--- src/hw/rtl/gbdc_pkg.sv ---
package gbdc_pkg;

	localparam int RAW_W    = 16;
	localparam int RATE_W   = 29;
	localparam int RPC_W    = 12;
	localparam int CNT_W    = 9;
	localparam int MULT_W   = 8;
	localparam int SUM_W    = 24;
	localparam int SQ_W     = 40;
	localparam int BIAS_W   = 24;
	localparam int SPREAD_W = 24;
	localparam int CFG_W    = 12;
	localparam int IDX_W    = 2;

	// Width of the shared divide numerator, set by the square sum shifted by 16.
	localparam int NUM_W    = 55;
	localparam int VAR_W    = 48;
	localparam int STEP_W   = 6;

	localparam logic [IDX_W-1:0] REG_RATE_PER_COUNT      = 2'd0;
	localparam logic [IDX_W-1:0] REG_CALIBRATION_SAMPLES = 2'd1;
	localparam logic [IDX_W-1:0] REG_THRESHOLD_MULTIPLE  = 2'd2;

	localparam logic [RPC_W-1:0]  RPC_RESET  = 12'd500;
	localparam logic [7:0]        CSMP_RESET = 8'd50;
	localparam logic [MULT_W-1:0] MULT_RESET = 8'd0;

	localparam logic OP_MEASURE   = 1'b0;
	localparam logic OP_CALIBRATE = 1'b1;

	typedef struct packed {
		logic load_raw;
		logic acc;
		logic ld_divb;
		logic ld_divv;
		logic div_step;
		logic bsq;
		logic ld_sqrt;
		logic sqrt_step;
		logic finish;
		logic meas;
	} lane_ctl_t;

endpackage

--- src/hw/rtl/gbdc_lane.sv ---
module gbdc_lane (
	input  logic                            clk,
	input  logic                            arst_n,
	input  gbdc_pkg::lane_ctl_t             ctl,
	input  logic signed [gbdc_pkg::RAW_W-1:0] raw,
	input  logic [gbdc_pkg::CNT_W-1:0]      cnt,
	input  logic [gbdc_pkg::RPC_W-1:0]      rpc,
	input  logic [gbdc_pkg::MULT_W-1:0]     mult,
	input  logic                            cal,
	output logic signed [gbdc_pkg::RATE_W-1:0] rate
);
	import gbdc_pkg::*;

	logic signed [RAW_W-1:0]    raw_q;
	logic signed [SUM_W-1:0]    sum_q;
	logic [SQ_W-1:0]            sq_q;
	logic signed [BIAS_W-1:0]   bias_q;
	logic [SPREAD_W-1:0]        spread_q;
	logic                       sgn_q;
	logic [NUM_W-1:0]           num_q;
	logic [CNT_W-1:0]           rem_q;
	logic [VAR_W-1:0]           bsq_q;
	logic [VAR_W-1:0]           sqv_q;
	logic [SPREAD_W+2:0]        srem_q;
	logic [SPREAD_W-1:0]        root_q;
	logic signed [38:0]         p_s1;
	logic [31:0]                thr_s1;

	logic signed [31:0]         sqr;
	logic [SUM_W-1:0]           sum_mag;
	logic [CNT_W:0]             dr;
	logic                       dge;
	logic [BIAS_W-1:0]          qb;
	logic signed [47:0]         bprod;
	logic [SPREAD_W+2:0]        sr2;
	logic [SPREAD_W+2:0]        trial;
	logic signed [25:0]         dval;
	logic [37:0]                pmag;
	logic [30:0]                pq;
	logic [RATE_W-1:0]          smag;
	logic signed [RATE_W-1:0]   sat;
	logic [39:0]                thr;

	assign sqr     = 32'(raw_q) * 32'(raw_q);
	assign sum_mag = sum_q[SUM_W-1] ? SUM_W'(-sum_q) : SUM_W'(sum_q);
	assign dr      = {rem_q, num_q[NUM_W-1]};
	assign dge     = dr >= {1'b0, cnt};
	assign qb      = num_q[BIAS_W-1:0];
	assign bprod   = 48'(bias_q) * 48'(bias_q);
	assign sr2     = {srem_q[SPREAD_W:0], sqv_q[VAR_W-1 -: 2]};
	assign trial   = {1'b0, root_q, 2'b01};
	assign dval    = (26'(raw_q) <<< 8) - (cal ? 26'(bias_q) : 26'sd0);

	always_ff @(posedge clk or negedge arst_n) begin
		if (!arst_n) begin
			sum_q    <= '0;
			sq_q     <= '0;
			bias_q   <= '0;
			spread_q <= '0;
		end else begin
			if (ctl.acc) begin
				sum_q <= sum_q + SUM_W'(raw_q);
				sq_q  <= sq_q + SQ_W'(unsigned'(sqr));
			end
			if (ctl.ld_divv)
				bias_q <= sgn_q ? BIAS_W'(-qb) : qb;
			if (ctl.finish) begin
				spread_q <= root_q;
				sum_q    <= '0;
				sq_q     <= '0;
			end
		end
	end

	always_ff @(posedge clk) begin
		if (ctl.load_raw)
			raw_q <= raw;
		if (ctl.ld_divb) begin
			sgn_q <= sum_q[SUM_W-1];
			num_q <= NUM_W'({sum_mag, 8'b0}) + NUM_W'(cnt >> 1);
			rem_q <= '0;
		end
		if (ctl.ld_divv) begin
			num_q <= {sq_q[38:0], 16'b0};
			rem_q <= '0;
		end
		if (ctl.div_step) begin
			rem_q <= dge ? CNT_W'(dr - {1'b0, cnt}) : dr[CNT_W-1:0];
			num_q <= {num_q[NUM_W-2:0], dge};
		end
		if (ctl.bsq)
			bsq_q <= unsigned'(bprod);
		if (ctl.ld_sqrt) begin
			sqv_q  <= (VAR_W'(num_q) > bsq_q) ? VAR_W'(num_q) - bsq_q : '0;
			srem_q <= '0;
			root_q <= '0;
		end
		if (ctl.sqrt_step) begin
			sqv_q <= {sqv_q[VAR_W-3:0], 2'b00};
			if (sr2 >= trial) begin
				srem_q <= sr2 - trial;
				root_q <= {root_q[SPREAD_W-2:0], 1'b1};
			end else begin
				srem_q <= sr2;
				root_q <= {root_q[SPREAD_W-2:0], 1'b0};
			end
		end
		if (ctl.meas) begin
			p_s1   <= 39'(dval) * 39'(signed'({1'b0, rpc}));
			thr_s1 <= 32'(spread_q) * 32'(mult);
		end
	end

	// Round half away from zero on the magnitude, saturate to 29 bits, then apply the deadband.
	always_comb begin
		pmag = p_s1[38] ? 38'(-p_s1) : 38'(p_s1);
		pq   = 31'((39'(pmag) + 39'd128) >> 8);
		if (!p_s1[38]) begin
			smag = (pq > 31'd268435455) ? 29'd268435455 : pq[RATE_W-1:0];
			sat  = signed'(smag);
		end else begin
			smag = (pq > 31'd268435456) ? 29'h1000_0000 : pq[RATE_W-1:0];
			sat  = signed'(RATE_W'(-smag));
		end
		thr  = {thr_s1, 8'b0};
		rate = (mult != '0 && 40'(smag) < thr) ? '0 : sat;
	end

endmodule

--- config.mk ---
export PLATFORM = sky130hd
export DESIGN_NAME = gbdc_lane
export DESIGN_NICKNAME = d
export VERILOG_FILES = /design/src/hw/rtl/gbdc_pkg.sv /design/src/hw/rtl/gbdc_lane.sv
export SDC_FILE = /design/constraint.sdc
export NUM_CORES = 2
export LEC_CHECK = 0
export BUFFER_PORTS_ARGS = -buffer_cell sky130_fd_sc_hd__buf_2
export CAP_MARGIN = 20
export CORE_MARGIN = 8
export CORE_UTILIZATION = 50
export CTS_BUF_LIST = sky130_fd_sc_hd__clkbuf_8 sky130_fd_sc_hd__clkbuf_16
export DETAILED_ROUTE_END_ITERATION = 7
export PLACE_DENSITY = 0.66
export SETUP_SLACK_MARGIN = 0.15
export SLEW_MARGIN = 30
export SYNTH_ARGS = -nofsm -noshare
export SYNTH_HDL_FRONTEND = slang
export SYNTH_SLANG_ARGS = --single-unit
--- constraint.sdc ---
create_clock -name clk -period 29.4 [get_ports clk]
set_input_delay 8.82 -clock clk [delete_from_list [all_inputs] [get_ports clk]]
set_output_delay 8.82 -clock clk [all_outputs]
set_load 0.01 [all_outputs]
# Yosys cells after proc, flatten, opt, wreduce, memory -nomap -nowiden
# Cells that the tools add are included.
[totals]
register_bits = 409
input_bits = 58
output_inout_bits = 29
wordCells = 71
[op_classes]
addsub = 12
mul = 4
magnitude_cmp = 6
muxes = 29
n_reduce_logical = 5
[ops]
columns = ["operator", "count"]
rows = [
  ["55-bit two-way mux", 3],
  ["29-bit two-way mux", 5],
  ["24-bit two-way mux", 6],
  ["48-bit two-way mux", 3],
  ["40-bit two-way mux", 2],
  ["25-bit two-way mux", 3],
  ["48-bit > comparator", 1],
  ["24-bit by 24-bit multiplier with 48-bit output", 1],
  ["24-bit negation", 2],
  ["48-bit subtractor", 1],
  ["40-bit by 32-bit adder with 40-bit output", 1],
  ["29-bit by 40-bit less-than comparator with 1-bit output", 1],
  ["38-bit by 8-bit adder with 39-bit output, second input constant", 1],
  ["26-bit by 13-bit multiplier with 39-bit output", 1],
  ["38-bit two-way mux", 1],
  ["38-bit negation", 1],
  ["9-bit two-way mux", 4],
  ["32-bit by 8-bit adder with 33-bit output", 1],
  ["16-bit by 16-bit multiplier with 32-bit output", 1],
  ["24-bit by 8-bit multiplier with 32-bit output", 1],
  ["31-bit by 28-bit > comparator with 1-bit output, second input constant", 1],
  ["31-bit by 29-bit > comparator with 1-bit output, second input constant", 1],
  ["29-bit negation", 1],
  ["27-bit by 26-bit greater-or-equal comparator with 1-bit output", 1],
  ["11 further kinds", 12],
]

# Longest topological paths before layout
[depth]
depth_word = 9
depth_mapped = 39
depth_no_buf = 36

# Worst setup path before layout
# No wires, ideal clock.
[synth_timing]
path_type = "input-to-output"
start = "input mult[7] (netlist name)"
end = "output rate[15] (netlist name)"
arrival_time_ns = 10.075
required_time_ns = 20.580
path_slack_ns = 10.505
stages = 7
n_path_buf = 1
cell_sequence = "clkbuf_1 > nor4_1 > nand2_1 > o21ai_0 > a31oi_2 > a21o_1 > a311oi_1"
[synth_between]
elab_chain_cells = 3
[synth_rtl]
columns = ["item", "line", "source"]
rows = [
  ["start: declaration", "gbdc_lane.sv:8", "input logic [gbdc_pkg::MULT_W-1:0] mult,"],
  ["8-bit nonzero test", "gbdc_lane.sv:126", "rate = (mult != '0 && 40'(smag) < thr) ? '0 : sat;"],
  ["1-bit logical AND", "gbdc_lane.sv:126", ""],
  ["29-bit two-way mux", "gbdc_lane.sv:126", ""],
  ["end: declaration", "gbdc_lane.sv:10", "output logic signed [gbdc_pkg::RATE_W-1:0] rate"],
]
# Every way passes these cells.

# Worst setup path in the final report
[layout_timing]
start = "input mult[6] (netlist name)"
end = "output rate[22] (netlist name)"
# Same word-level chain as after synthesis.

==> key figures <==
Die
  • Die area: 0.1550 mm2
  • Chip Width: 393.7 um
  • Die Ht: 393.7 um
  • Initial core utilization: 50.38%
  • Core Rows: 138
  • I/O pin cnt: 87
  • Core area: 0.1416 mm2

Worst setup path
  • Crit end category: primary output
  • Reg-to-Reg End: p_s1[37]
  • Slowest-stage cell, CP: a31oi_4
  • CP top delay family: compound AO/OA/AOI/OAI gates
  • R2R cell count: 34
  • Internal reg-to-reg setup slack: 19.59 ns
  • CP peak stage delay: 0.60 ns
  • Critical Path Most Common Cell: buf_2
  • WP data required: 20.58 ns
  • Crit path arrival time: 10.78 ns
  • WP buf/inv: 2
  • Start of the worst register-to-register path: bias_q[5]
  • Crit-path cells: buf_2, nor4_1, nand2_1, o21ai_0, a31oi_4, o21bai_1, a211oi_1, buf_2
  • CP Max Fanout: 25
  • Worst Setup Start Kind: primary input
  • Worst setup path category: in -> out

Global route
  • GR Overflow Total: 0
  • Vias in the first global route: 55000
  • First-pass GRT wire length: 284300 um
  • Initial antenna violation count: 4
  • Overall Global Routing Usage: 22.14%
  • Largest net degree at the start of global routing: 72

Drt
  • Final ANT Viol Nets: 0
  • Met2 routed WL: 83610 um
  • Drt first pass iters: 6
  • DRT iter0 DRCs: 2972
  • DR WL/cell: 17.99 um
  • Met3 wire len: 8210 um
  • Routed wire length: 170400 um
  • DRC Markers: 0
  • Highest metal used: met4
  • Wl on met1: 72840 um
  • Vias: 51660
  • Via density: 5.455

Placement
  • Dpl hpwl: 135400 um
  • Placed Cells incl. Taps: 9374
  • Port Buf Inserts: 86
  • Placer Congestion: 0.9256

STA
  • Clk_skew: 0.02352 ns
  • Max frequency: 51.02 MHz
  • Setup_tns: 0 ns
  • Endpoints failing setup: 0
  • Worst rel slew slack: 29.96%
  • Least-Margin Pin Slew: 1.048 ns
  • Period utilisation layout: 66.67%
  • Final Hold Fails: 0
  • Max-slew violations: 0
  • Final min period: 19.60 ns
  • RSZ-0062 raised after global routing: no

Clock tree
  • Setup bufs post-CTS: 0
  • Post-CTS resize count: 0
  • Cts hold-fix bufs: 0
  • Root Driver: clkbuf_16
  • CTS Sinks: 407
  • H-Tree Depth: 2
  • Total CTS buffers: 49
  • Max Root-Sink Buffers: 3
  • Clock transition at the registers of the reported paths: 0.06 ns
  • Clock latency on the worst-skew pair: 0.62 ns
  • CTS tree: yes

Synthesis
  • YS warnings: 0
  • Syn_nets: 9438
  • Post-Syn Area: 0.07133 mm2
  • Synth Instances: 7623
  • Yosys cell types: 101
  • Post-synth top flop: edfxtp_1
  • Synthesis-stage register bit count: 407
  • Syn avg cell area: 9.357 um2
  • Async S/R FF share, synth: 27.27%
  • Sequential fraction of the synthesis area: 16.33%
  • Number of synthesized flops with an enable pin: 294

Cells and area
  • Synthesis-to-finish area growth: 5.518%
  • Layout Nets: 9350
  • Multi-input logic area: 0.05299 mm2
  • Layout cell share with drive strength beyond 1: 4.923%
  • Fillers: 12880
  • FF/Latch Area: 0.01165 mm2
  • Non-filler cells, final: 9470

Flow run
  • Max cap viols: 0

Outcome
  • Outcome: finished clean

Min path
  • Min-Delay Startpoint: sqv_q[0]
  • Hold EP: sqv_q[0]
  • Hold WC Path Type: reg -> reg
  • Hold Path Depth: 2
-- layout by cell type, fill, tap and decap left out, types with 50 or more instances in the layout --
master / n
buf_4: 73
mux2i_1: 73
xor2_1: 146
and3_1: 59
xnor2_1: 250
a21oi_1: 289
clkbuf_16: 50
ha_1: 550
a21o_1: 87
fa_1: 1207
inv_1: 1503
o21ai_0: 215
nor2_1: 342
edfxtp_1: 294
and2_1: 428
nand3_1: 91
nor2b_1: 76
nand2_1: 780
buf_2: 83
nand2b_1: 76
nor3_1: 86
dfrtp_1: 110
-- flip-flops by register name (all words and copies together), names as in the netlist --
signal and count:
thr_s1 32, bsq_q 47, spread_q 24, sq_q 39, raw_q 16, bias_q 24, num_q 55, rem_q 9
sqv_q 48, sum_q 24, sgn_q 1, root_q 24, p_s1 39, srem_q 25
-- worst max path at each step --
stage / from / end / slack (ns) / cells after the start
2_1_floorplan: mult[7] / rate[15] / 10.51 / 7
3_5_place_dp: mult[7] / rate[20] / 9.79 / 8
6_report: mult[6] / rate[22] / 9.80 / 8
4_1_cts: mult[7] / rate[20] / 9.79 / 8
3_3_place_gp: mult[7] / rate[20] / 9.55 / 8
5_1_grt: mult[5] / rate[20] / 9.58 / 8
-- area by class of cell --
| class | count | area share, % |
|---|---|---|
| multi-input combinational | 5418 | 70.41 |
| sequential | 407 | 15.48 |
| inverter | 1501 | 7.487 |
| tap | 1890 | 3.142 |
| clock buffer | 58 | 1.809 |
| timing repair buffer | 158 | 1.332 |
| clock inverter | 34 | 0.3325 |
| antenna | 4 | 0.01330 |
-- Yosys cell counts (all sizes together), types with 87 or more instances --
master	number	area share [%]
and2	428	3.8
a21oi	290	2.0
a21o	87	0.92
edfxtp	294	12
ha	550	9.6
fa	1207	34
nand3	91	0.64
nand2	782	4.1
xnor2	253	3.1
clkbuf	258	1.4
o21ai	222	1.6
nor2	343	1.8
dfrtp	111	3.9
xor2	150	1.8
nor3	88	0.64
inv	1501	7.9
-- metrics by stage --
step | setup WS, ns | area [um2] | util (%) | hold WS [ns]
after floorplan | 10.51 | 71330 | - | 0.4249
after global placement | 9.549 | 73530 | 51.93 | 0.4408
after detailed placement | 9.792 | 73630 | 52.01 | 0.4514
after CTS | 9.787 | 75240 | 53.14 | 0.4672
after global routing | 9.576 | 75260 | 53.15 | 0.5083
final | 9.800 | 75270 | 53.16 | 0.4661
-- layer usage --
layer | GRT usage, % | vias to the layer above
li1 | - | 24020
met1 | 29.15 | 25970
met2 | 38.58 | 1360
met3 | 2.382 | 315
met4 | 6.652 | 0
met5 | 0 | -
-- worst reg2reg max path: cells and delay by family, from the launching register on --
family	cells	cell delay [ns]
buffers and inverters	4	0.58
DFF	1	0.85
and+or+nand+nor	10	1.32
xor gates and xnor gates	2	0.67
adders and majority gates	6	2.82
AOI/OAI and AO/OA	12	3.32
-- cells by family (layout without fill, tap and decap cells) --
group,after synthesis,after routing,synth area share [%]
buf+inv,1798,1751,9.504
other cells,0,4,0
xor+xnor,403,403,4.948
flops,407,407,16.33
fa+ha+maj,1757,1757,43.52
compound gates,1011,1011,9.297
mux,114,114,1.675
simple gates,2133,2133,14.73
Power is left out: the tool's default activity adds up to more than one toggle a clock period on the data nets, which glitch-free logic cannot reach.
